--- config.mk ---
export PLATFORM = sky130hd
export DESIGN_NAME = ps2_scancode_decoder_with_lock_leds_flat
export DESIGN_NICKNAME = d
export VERILOG_FILES = /design/src/rtl/ps2d_pkg.sv /design/src/rtl/ps2d_if.sv /design/src/rtl/ps2_scancode_decoder_with_lock_leds.sv /design/src/rtl/ps2d_core.sv /design/src/flat_wrapper.sv
export SDC_FILE = /design/constraint.sdc
export NUM_CORES = 1
export LEC_CHECK = 0
export BUFFER_PORTS_ARGS = -buffer_cell sky130_fd_sc_hd__buf_2
export CELL_PAD_IN_SITES_DETAIL_PLACEMENT = 1
export CELL_PAD_IN_SITES_GLOBAL_PLACEMENT = 1
export CORE_ASPECT_RATIO = 0.5
export CORE_MARGIN = 2
export CORE_UTILIZATION = 44
export DETAILED_ROUTE_END_ITERATION = 7
export PLACE_DENSITY_LB_ADDON = 0.1
export SLEW_MARGIN = 25
export SYNTH_ARGS = -nofsm -noshare
export SYNTH_HDL_FRONTEND = slang
export SYNTH_SLANG_ARGS = --single-unit
--- constraint.sdc ---
create_clock -name clk -period 4.7 [get_ports clk]
set_clock_uncertainty 0.2 [all_clocks]
set_input_delay 1.41 -clock clk [delete_from_list [all_inputs] [get_ports clk]]
set_output_delay 1.41 -clock clk [all_outputs]
set_load 0.1 [all_outputs]
--- src/rtl/ps2d_pkg.sv ---
// Package for the PS/2 scan code decoder: byte codes, sequence sums,
// the pending-command type and the result word layout.
// No dependencies.
package ps2d_pkg;

  localparam int BYTE_W = 8;
  localparam int SUM_W  = 11;
  localparam int LOCK_W = 3;

  typedef logic [BYTE_W-1:0] byte_t;
  typedef logic [SUM_W-1:0]  sum_t;
  typedef logic [LOCK_W-1:0] lock_t;

  localparam byte_t CODE_PAUSE_START = 8'hE1;
  localparam byte_t CODE_EXTEND      = 8'hE0;
  localparam byte_t CODE_RELEASE     = 8'hF0;
  localparam byte_t CODE_CTRL        = 8'h14;
  localparam byte_t CODE_BREAK_KEY   = 8'h7E;
  localparam byte_t CODE_ACK         = 8'hFA;
  localparam byte_t CODE_CAPS        = 8'h58;
  localparam byte_t CODE_SCROLL      = 8'h7E;
  localparam byte_t CODE_NUM         = 8'h77;
  localparam byte_t CMD_SET_LEDS     = 8'hED;

  localparam sum_t SUM_PAUSE       = 11'h4B8;
  localparam sum_t SUM_BREAK       = 11'h3AC;
  localparam sum_t SUM_AFTER_E1_14 = 11'd245;
  localparam sum_t SUM_SMALL_MAX   = 11'h0FF;

  // Lock bit positions in lock_bits and in the LED byte.
  localparam lock_t LOCK_SCROLL = 3'b001;
  localparam lock_t LOCK_NUM    = 3'b010;
  localparam lock_t LOCK_CAPS   = 3'b100;

  typedef enum logic [1:0] {
    SPECIAL_NONE  = 2'd0,
    SPECIAL_PAUSE = 2'd1,
    SPECIAL_BREAK = 2'd2
  } special_t;

  typedef enum logic [1:0] {
    CMD_IDLE      = 2'd0,
    CMD_WAIT_ED   = 2'd1,
    CMD_WAIT_LEDS = 2'd2
  } cmd_stage_t;

  typedef struct packed {
    logic     key_valid;
    byte_t    key_code;
    logic     key_released;
    logic     key_extended;
    special_t special_key;
    logic     send_valid;
    byte_t    send_byte;
    logic     send_parity;
    lock_t    lock_leds;
  } result_t;

endpackage

--- src/rtl/ps2d_if.sv ---
// Handshake channels of the PS/2 scan code decoder: the scan byte input
// and the decoded result output. Depends on ps2d_pkg.
interface ps2d_scan_if import ps2d_pkg::*; ();
  logic  valid;
  logic  ready;
  byte_t scan_byte;

  modport source(output valid, output scan_byte, input ready);
  modport sink(input valid, input scan_byte, output ready);
endinterface

interface ps2d_result_if import ps2d_pkg::*; ();
  logic     valid;
  logic     ready;
  logic     key_valid;
  byte_t    key_code;
  logic     key_released;
  logic     key_extended;
  special_t special_key;
  logic     send_valid;
  byte_t    send_byte;
  logic     send_parity;
  lock_t    lock_leds;

  modport source(output valid, output key_valid, output key_code, output key_released,
                 output key_extended, output special_key, output send_valid,
                 output send_byte, output send_parity, output lock_leds, input ready);
  modport sink(input valid, input key_valid, input key_code, input key_released,
               input key_extended, input special_key, input send_valid,
               input send_byte, input send_parity, input lock_leds, output ready);
endinterface

--- src/rtl/ps2_scancode_decoder_with_lock_leds.sv ---
// PS/2 scan code set 2 decoder with lock-key LED command sequencing.
// An accepted scan word passes the input register, then the result register,
// to become its result word; one word per cycle while result words are taken.
// Input stalls only while a result word waits on a receiver that withholds ready.
// Synchronous active-high rst clears both stage valids, prefix flags, byte sum,
// pending LED command and lock bits. Depends on ps2d_pkg, ps2d_if, ps2d_core.
module ps2_scancode_decoder_with_lock_leds import ps2d_pkg::*; (
  input logic           clk,
  input logic           rst,
  ps2d_scan_if.sink     scan,
  ps2d_result_if.source result
);

  logic    in_vld;
  byte_t   in_byte;
  logic    out_vld;
  result_t out_res;
  result_t core_res;
  logic    out_free;
  logic    advance;

  assign out_free   = !out_vld || result.ready;
  assign advance    = in_vld && out_free;
  assign scan.ready = !in_vld || advance;

  always_ff @(posedge clk) begin
    if (rst) begin
      in_vld <= 1'b0;
    end else if (scan.ready) begin
      in_vld <= scan.valid;
    end
  end

  always_ff @(posedge clk) begin
    if (scan.valid && scan.ready) begin
      in_byte <= scan.scan_byte;
    end
  end

  always_ff @(posedge clk) begin
    if (rst) begin
      out_vld <= 1'b0;
    end else if (out_free) begin
      out_vld <= in_vld;
    end
  end

  always_ff @(posedge clk) begin
    if (advance) begin
      out_res <= core_res;
    end
  end

  ps2d_core u_core (
    .clk       (clk),
    .rst       (rst),
    .step      (advance),
    .scan_byte (in_byte),
    .res       (core_res)
  );

  assign result.valid        = out_vld;
  assign result.key_valid    = out_res.key_valid;
  assign result.key_code     = out_res.key_code;
  assign result.key_released = out_res.key_released;
  assign result.key_extended = out_res.key_extended;
  assign result.special_key  = out_res.special_key;
  assign result.send_valid   = out_res.send_valid;
  assign result.send_byte    = out_res.send_byte;
  assign result.send_parity  = out_res.send_parity;
  assign result.lock_leds    = out_res.lock_leds;

  // A word moved out of the input register always lands in the result register.
  a_no_loss: assert property (@(posedge clk) disable iff (rst)
    advance |=> out_vld)
    else $error("decoded word lost between stages");

  // A key event and a pause/break report never share one word.
  a_key_xor_special: assert property (@(posedge clk) disable iff (rst)
    out_vld && result.key_valid |-> result.special_key == SPECIAL_NONE)
    else $error("key event reported together with a special sequence");

  // Sent bytes carry odd parity over byte and parity bit.
  a_send_parity: assert property (@(posedge clk) disable iff (rst)
    out_vld && result.send_valid |-> (^{result.send_byte, result.send_parity}) == 1'b1)
    else $error("send parity is not odd");

  // A sent byte is either the LED command or a mask that matches the lock bits.
  a_send_byte: assert property (@(posedge clk) disable iff (rst)
    out_vld && result.send_valid |->
      result.send_byte == CMD_SET_LEDS ||
      result.send_byte == byte_t'(result.lock_leds))
    else $error("unexpected byte sent to keyboard");

  // An idle input stage accepts whatever is offered.
  a_ready_when_empty: assert property (@(posedge clk) disable iff (rst)
    !in_vld |-> scan.ready)
    else $error("input stalled while empty");

endmodule

--- src/rtl/ps2d_core.sv ---
// Decoder state and per-byte decision logic: prefix flags, pause/break
// byte sum, LED command sequencing and lock bits. Depends on ps2d_pkg.
module ps2d_core import ps2d_pkg::*; (
  input  logic    clk,
  input  logic    rst,
  input  logic    step,
  input  byte_t   scan_byte,
  output result_t res
);

  logic       release_seen, release_seen_next;
  logic       extend_seen, extend_seen_next;
  sum_t       sequence_sum, sequence_sum_next;
  cmd_stage_t command_stage, command_stage_next;
  lock_t      lock_bits, lock_bits_next;

  logic  capture;
  sum_t  sum_add;
  lock_t toggle;

  always_ff @(posedge clk) begin
    if (rst) begin
      release_seen  <= 1'b0;
      extend_seen   <= 1'b0;
      sequence_sum  <= '0;
      command_stage <= CMD_IDLE;
      lock_bits     <= '0;
    end else if (step) begin
      release_seen  <= release_seen_next;
      extend_seen   <= extend_seen_next;
      sequence_sum  <= sequence_sum_next;
      command_stage <= command_stage_next;
      lock_bits     <= lock_bits_next;
    end
  end

  always_comb begin
    capture = (scan_byte == CODE_PAUSE_START) ||
              (sequence_sum == SUM_AFTER_E1_14) ||
              (sequence_sum > SUM_SMALL_MAX) ||
              (sequence_sum == sum_t'(CODE_PAUSE_START) && scan_byte == CODE_CTRL) ||
              (sequence_sum != '0 && scan_byte == CODE_BREAK_KEY);
    sum_add = sequence_sum + sum_t'(scan_byte);

    toggle = '0;
    if (scan_byte == CODE_CAPS) begin
      toggle = LOCK_CAPS;
    end else if (scan_byte == CODE_SCROLL) begin
      toggle = LOCK_SCROLL;
    end else if (scan_byte == CODE_NUM) begin
      toggle = LOCK_NUM;
    end

    release_seen_next  = release_seen;
    extend_seen_next   = extend_seen;
    sequence_sum_next  = sequence_sum;
    command_stage_next = command_stage;
    lock_bits_next     = lock_bits;
    res                = '0;
    res.special_key    = SPECIAL_NONE;

    if (capture) begin
      sequence_sum_next = sum_add;
      // Reaching either end sum, or overshooting the pause sum, closes the capture.
      if (sum_add >= SUM_PAUSE || sum_add == SUM_BREAK) begin
        if (sum_add == SUM_PAUSE) begin
          res.special_key = SPECIAL_PAUSE;
        end else if (sum_add == SUM_BREAK) begin
          res.special_key = SPECIAL_BREAK;
        end
        sequence_sum_next = '0;
        release_seen_next = 1'b0;
        extend_seen_next  = 1'b0;
      end
    end else if (scan_byte == CODE_RELEASE) begin
      release_seen_next = 1'b1;
    end else if (scan_byte == CODE_EXTEND) begin
      extend_seen_next  = 1'b1;
      sequence_sum_next = sum_t'(CODE_EXTEND);
    end else begin
      case (command_stage)
        CMD_IDLE: begin
          if (release_seen && toggle != '0) begin
            lock_bits_next     = lock_bits ^ toggle;
            res.send_valid     = 1'b1;
            res.send_byte      = CMD_SET_LEDS;
            command_stage_next = CMD_WAIT_ED;
          end
        end
        CMD_WAIT_ED: begin
          if (scan_byte == CODE_ACK) begin
            res.send_valid     = 1'b1;
            res.send_byte      = byte_t'(lock_bits);
            command_stage_next = CMD_WAIT_LEDS;
          end
        end
        default: begin
          if (scan_byte == CODE_ACK) begin
            command_stage_next = CMD_IDLE;
          end
        end
      endcase
      res.key_valid     = 1'b1;
      res.key_code      = scan_byte;
      res.key_released  = release_seen;
      res.key_extended  = extend_seen;
      release_seen_next = 1'b0;
      extend_seen_next  = 1'b0;
      sequence_sum_next = '0;
    end

    // Odd parity: the bit makes the total count of ones odd.
    res.send_parity = res.send_valid & ~(^res.send_byte);
    res.lock_leds   = lock_bits_next;
  end

endmodule
--- src/flat_wrapper.sv ---
// flat-port wrapper written by rule: the top's interface ports become plain ports
module ps2_scancode_decoder_with_lock_leds_flat import ps2d_pkg::*;
  (clk, rst, scan_valid, scan_scan_byte, scan_ready, result_valid, result_key_valid, result_key_code, result_key_released, result_key_extended, result_special_key, result_send_valid, result_send_byte, result_send_parity, result_lock_leds, result_ready);
  ps2d_scan_if scan_i ();
  ps2d_result_if result_i ();
  input logic clk;
  input logic rst;
  input wire logic [$bits(scan_i.valid)-1:0] scan_valid;
  input wire logic [$bits(scan_i.scan_byte)-1:0] scan_scan_byte;
  output wire logic [$bits(scan_i.ready)-1:0] scan_ready;
  output wire logic [$bits(result_i.valid)-1:0] result_valid;
  output wire logic [$bits(result_i.key_valid)-1:0] result_key_valid;
  output wire logic [$bits(result_i.key_code)-1:0] result_key_code;
  output wire logic [$bits(result_i.key_released)-1:0] result_key_released;
  output wire logic [$bits(result_i.key_extended)-1:0] result_key_extended;
  output wire logic [$bits(result_i.special_key)-1:0] result_special_key;
  output wire logic [$bits(result_i.send_valid)-1:0] result_send_valid;
  output wire logic [$bits(result_i.send_byte)-1:0] result_send_byte;
  output wire logic [$bits(result_i.send_parity)-1:0] result_send_parity;
  output wire logic [$bits(result_i.lock_leds)-1:0] result_lock_leds;
  input wire logic [$bits(result_i.ready)-1:0] result_ready;
  assign scan_i.valid = scan_valid;
  assign scan_i.scan_byte = scan_scan_byte;
  assign scan_ready = scan_i.ready;
  assign result_valid = result_i.valid;
  assign result_key_valid = result_i.key_valid;
  assign result_key_code = result_i.key_code;
  assign result_key_released = result_i.key_released;
  assign result_key_extended = result_i.key_extended;
  assign result_special_key = result_i.special_key;
  assign result_send_valid = result_i.send_valid;
  assign result_send_byte = result_i.send_byte;
  assign result_send_parity = result_i.send_parity;
  assign result_lock_leds = result_i.lock_leds;
  assign result_i.ready = result_ready;
  ps2_scancode_decoder_with_lock_leds u_core (.clk(clk), .rst(rst), .scan(scan_i), .result(result_i));
endmodule
After elaboration in Yosys (flattened, before gate mapping)
Index checks and enable logic that the tools add are counted.
{ "totals": {"regBits": 54, "inputBits": 12, "output_inout_bits": 28, "wordCells": 105} }
{ "classes": {"addsub": 1, "order_cmp": 2, "n_eq_ne": 18, "n_mux": 32, "bitwise_logic": 7, "reduce_logical": 27} }
{ "op_table": {"columns": ["cell", "count"], "rows": [
  ["$mux W9", 5],
  ["$mux W11", 4],
  ["$eq A8 B8 Y1 const B", 4],
  ["$eq A8 B7 Y1 const B", 3],
  ["$eq A11 B8 Y1 const B", 2],
  ["$mux W3", 6],
  ["$pmux W9 S2", 1],
  ["$mux W2", 6],
  ["$add A11 B8 Y11", 1],
  ["$eq A11 B10 Y1 const B", 1],
  ["$eq A11 B11 Y1 const B", 1],
  ["$ge A11 B11 Y1 const B", 1],
  ["$gt A11 B8 Y1 const B", 1],
  ["$reduce_bool A11 Y1", 1],
  ["$eq A8 B5 Y1 const B", 1],
  ["$mux W1", 8],
  ["$mux W8", 1],
  ["$reduce_xor A8 Y1", 1],
  ["$logic_or A1 B1 Y1", 7],
  ["$reduce_and A7 Y1", 1],
  ["$ne A2 B2 Y1 const B", 3],
  ["$reduce_and A3 Y1", 2],
  ["$reduce_or A3 Y1", 2],
  ["$logic_and A1 B1 Y1", 5],
  ["other kinds (13)", 19]
]} }

Longest topological paths before layout
{ "depth": {"depth_word": 14, "mapped_depth": 12, "depth_no_buf": 11} }

Hierarchy
Synthesis repeated with hierarchy kept, for this count alone.
{ "unflattened": {"hier_cells": 267, "area_unflattened_um2": 3015.4} }
{ "by_module_without_submodules": {"columns": ["module", "n_inst", "cells_per_inst", "area_each_um2", "seq_area_each_um2"], "rows": [
  ["ps2d_core", 1, 223, 1890.6, 360.3],
  ["ps2_scancode_decoder_with_lock_leds", 1, 44, 1124.8, 1061.0]
]} }

Least setup slack after synthesis
Ideal clock, no wire load.
{ "synth_timing": {"kind": "input to output", "start": "in result_ready", "end": "out scan_ready", "t_arrival_ns": 2.169, "t_required_ns": 3.090, "slack_ns": 0.921, "stages": 2, "n_path_buf": 0, "cell_sequence": "nor2b_1 nand2_1"} }
{ "synth_via": {"elab_chain_len": 3} }
{ "synth_lines": {"columns": ["element", "line_no", "source"], "rows": [
  ["start: declaration", "flat_wrapper.sv:21", "input wire logic [$bits(result_i.ready)-1:0] result_ready;"],
  ["$logic_or A1 B1 Y1", "ps2_scancode_decoder_with_lock_leds.sv:22", "assign out_free = !out_vld || result.ready;"],
  ["$logic_and A1 B1 Y1", "ps2_scancode_decoder_with_lock_leds.sv:23", "assign advance = in_vld && out_free;"],
  ["$logic_or A1 B1 Y1", "ps2_scancode_decoder_with_lock_leds.sv:24", "assign scan.ready = !in_vld || advance;"],
  ["end: declaration", "flat_wrapper.sv:10", "output wire logic [$bits(scan_i.ready)-1:0] scan_ready;"]
]} }
Every way passes these cells.

Worst setup path in the final report
Same ends and word-level chain as after synthesis.

==> results.json <==
{
  "nets": 317,
  "synthArstFlopShare": 0,
  "boundaryPins": 40,
  "slew-limit-headroom": 0.468,
  "die_y_um": 58.9,
  "num_rows": 19,
  "grt_max_degree": 18,
  "endpoint_kind": "output port",
  "overflow": 0,
  "postRouteAntennaNets": 0,
  "first_pass_iters": 4,
  "timing.setup.tns_ns": 0,
  "critPathMostFrequentCell": "buf_2",
  "initial_core_util": 0.469,
  "drtIter0Drc": 87,
  "hold_violations": 0,
  "root_buffer": "clkbuf_16",
  "seq_area_frac_synth": 0.491,
  "synth_top_area_frac": 0.340,
  "critical_path_class": "primary input to output port",
  "combinationalPowerShare": 0.147,
  "drc_errors": 0,
  "cts_buffer_depth": 2,
  "synthCells": 259,
  "max_stage_delay_ns": 0.29,
  "area_growth_pct": 14.9,
  "cts.sinks": 50,
  "chipWidth_um": 114,
  "post-route-min-period_ns": 3.71,
  "grt_util_all_layers": 0.217,
  "power_switching_mw": 0.301,
  "p_int_mw": 0.750,
  "synth_largest_area_cell": "edfxtp_1",
  "cp_slowest_cell": "buf_2",
  "grt_antenna_before_repair": 0,
  "synth-seq-cells": 50,
  "placed_cells": 362,
  "avgRoutedWirePerCell_um": 18.2,
  "hold_depth": 2,
  "status": "complete, no violations",
  "synth_common_cells": "30 x edfxtp_1, 26 x nor2_1, 21 x nand2_1",
  "syn_area_um2": 2650,
  "seqPwrFrac": 0.472,
  "htree_levels": 2,
  "grt_pass1_vias": 2196,
  "irDropWorstVdd_mv": 0.153,
  "portBuffers": 38,
  "cts_hold_buf": 0,
  "cts_buffers": 5,
  "synthTopCellsByArea": "edfxtp_1 34%, dfxtp_1 15%, ha_1 3.8%",
  "antenna_cells": 0,
  "synth-main-ff-cell": "edfxtp_1",
  "finalWirelength_um": 6720,
  "die_area_um2": 6700,
  "swShare": 0.287,
  "gp_congestion": 0.847,
  "post_cts_buffers": 0,
  "period_share": 0.790,
  "p_per_area_nw_per_um2": 345,
  "drive_gt1_frac": 0.205,
  "fin_cells": 370,
  "synth_area_per_cell_um2": 10.2,
  "crit_chain": "buf_2 > nor2b_1 > nand2_1 > buf_2",
  "via_count": 2106,
  "syn_nets": 280,
  "clkLatencyLatePin_ns": 0.29,
  "synth_most_common_cell": "edfxtp_1",
  "fmax_ghz": 0.269,
  "ys.warnings.count": 0,
  "cts_resized": 0,
  "cp_max_fo": 4,
  "r2r_cells": 11,
  "arrival_ns": 2.10,
  "p_leak_nw": 1.19,
  "maxCapViolCount": 0,
  "setup_violations": 0,
  "post-dp-hpwl_um": 5110,
  "cts_tree": "done",
  "synth_edf_count": 30,
  "grt_first_pass_wirelength_um": 11000,
  "slew_viol_final": 0,
  "hp-class": "flop to flop",
  "ys_types": 56,
  "vias_per_cell": 5.69,
  "critPathRequiredTime_ns": 3.09,
  "worst_slew_pin_slew_ns": 0.795,
  "core_area_um2": 5660,
  "clk_pin_slew_ns": 0.07,
  "p_clk_frac": 0.381,
  "start_kind": "primary input",
  "rsz0062_at_grt": "false"
}
-- sequential cells by signal, summed over array words and instances (netlist names) --
register                     flops
u_core.result.special_key        2
u_core.in_vld                    1
u_core.result.send_byte          4
u_core.u_core.extend_seen        1
u_core.result.send_valid         1
u_core.result.key_extended       1
u_core.u_core.release_seen       1
u_core.result.valid              1
u_core.u_core.command_stage      2
u_core.u_core.lock_bits          3
u_core.result.key_released       1
u_core.in_byte                   8
u_core.result.key_code           8
u_core.u_core.sequence_sum      11
u_core.result.send_parity        1
u_core.result.key_valid          1
u_core.result.lock_leds          3
-- cells by family after synthesis --
kind of cell,count (synthesis),share of synthesized area
AOI/OAI and AO/OA,57,0.153
adders and majority gates,9,0.0453
xor gates and xnor gates,14,0.0462
DFF,50,0.491
muxes,1,0.00378
buffers and inverters,20,0.0387
other,1,0.00141
and+or+nand+nor,107,0.220
-- placed cells by master (no fill, tap or decap), types with 3 or more instances in the layout --
master and count:
nand3_1 5, xnor2_1 6, a31o_2 4, or3_1 3, or2_2 3, nor3_1 6
edfxtp_1 30, o31ai_1 4, and2_1 11, o22ai_1 4, ha_1 8, clkbuf_16 6
nand2_1 21, nor2_1 26, o21ai_0 6, a211oi_1 6, nor4bb_1 3, buf_2 38
dfxtp_1 20, a22o_1 3, inv_1 10, xor2_1 8, and3_1 4, a31oi_1 3
a21oi_1 13, nor2b_1 4, nand2b_1 4
-- metal layers --
| metal | share of wire | track usage | wire [um] |
|---|---|---|---|
| met3 | 0.043 | 0.0412 | 289 |
| met2 | 0.47 | 0.389 | 3180 |
| met5 | 0 | 0 | 0 |
| met4 | 0.011 | 0.0575 | 76 |
| met1 | 0.47 | 0.274 | 3170 |
-- final timing paths --
kind	startpoint	end	slack, ns
hold / removal	u_core.u_core.sequence_sum[10]	u_core.u_core.sequence_sum[10]	0.32
hold reg to reg	u_core.u_core.sequence_sum[10]	u_core.u_core.sequence_sum[10]	0.32
setup reg to reg	u_core.in_byte[0]	u_core.u_core.extend_seen	1.02
setup / recovery	result_ready	scan_ready	0.99
-- critical path: cells and delay by family --
| family | cells | cell delay, ns |
|---|---|---|
| buffers and inverters | 2 | 0.39 |
| AND/OR/NAND/NOR | 2 | 0.29 |
-- power by group through the flow --
stage          sequential, mW  clock (mW)  combinational [mW]
5_1_grt                 0.497       0.425               0.165
4_1_cts                 0.495       0.402               0.155
2_1_floorplan           0.559           0              0.0688
3_5_place_dp            0.505           0               0.155
6_report                0.496       0.400               0.155
3_3_place_gp            0.504           0               0.151
-- layout make-up --
type	count	area [um2]
well taps	73	91.3
flip-flops and latches	50	1300
clock inverters	2	17.5
clock buffers	6	150
multi-input cells	189	1250
inverters	11	41.3
repair buffers	39	198
fillers	652	2610
-- through the flow --
step | utilization | setup slack (ns) | cell area [um2] | hold WS, ns | power [mW]
floorplan | - | 0.921 | 2650 | 0.253 | 0.627
finish | 0.538 | 0.989 | 3050 | 0.316 | 1.05
global route | 0.538 | 0.701 | 3050 | 0.354 | 1.09
detailed placement | 0.509 | 0.988 | 2880 | 0.287 | 0.660
global placement | 0.509 | 1.02 | 2880 | 0.276 | 0.655
CTS | 0.538 | 0.977 | 3050 | 0.323 | 1.05
Power figures use the tool's default switching activity.
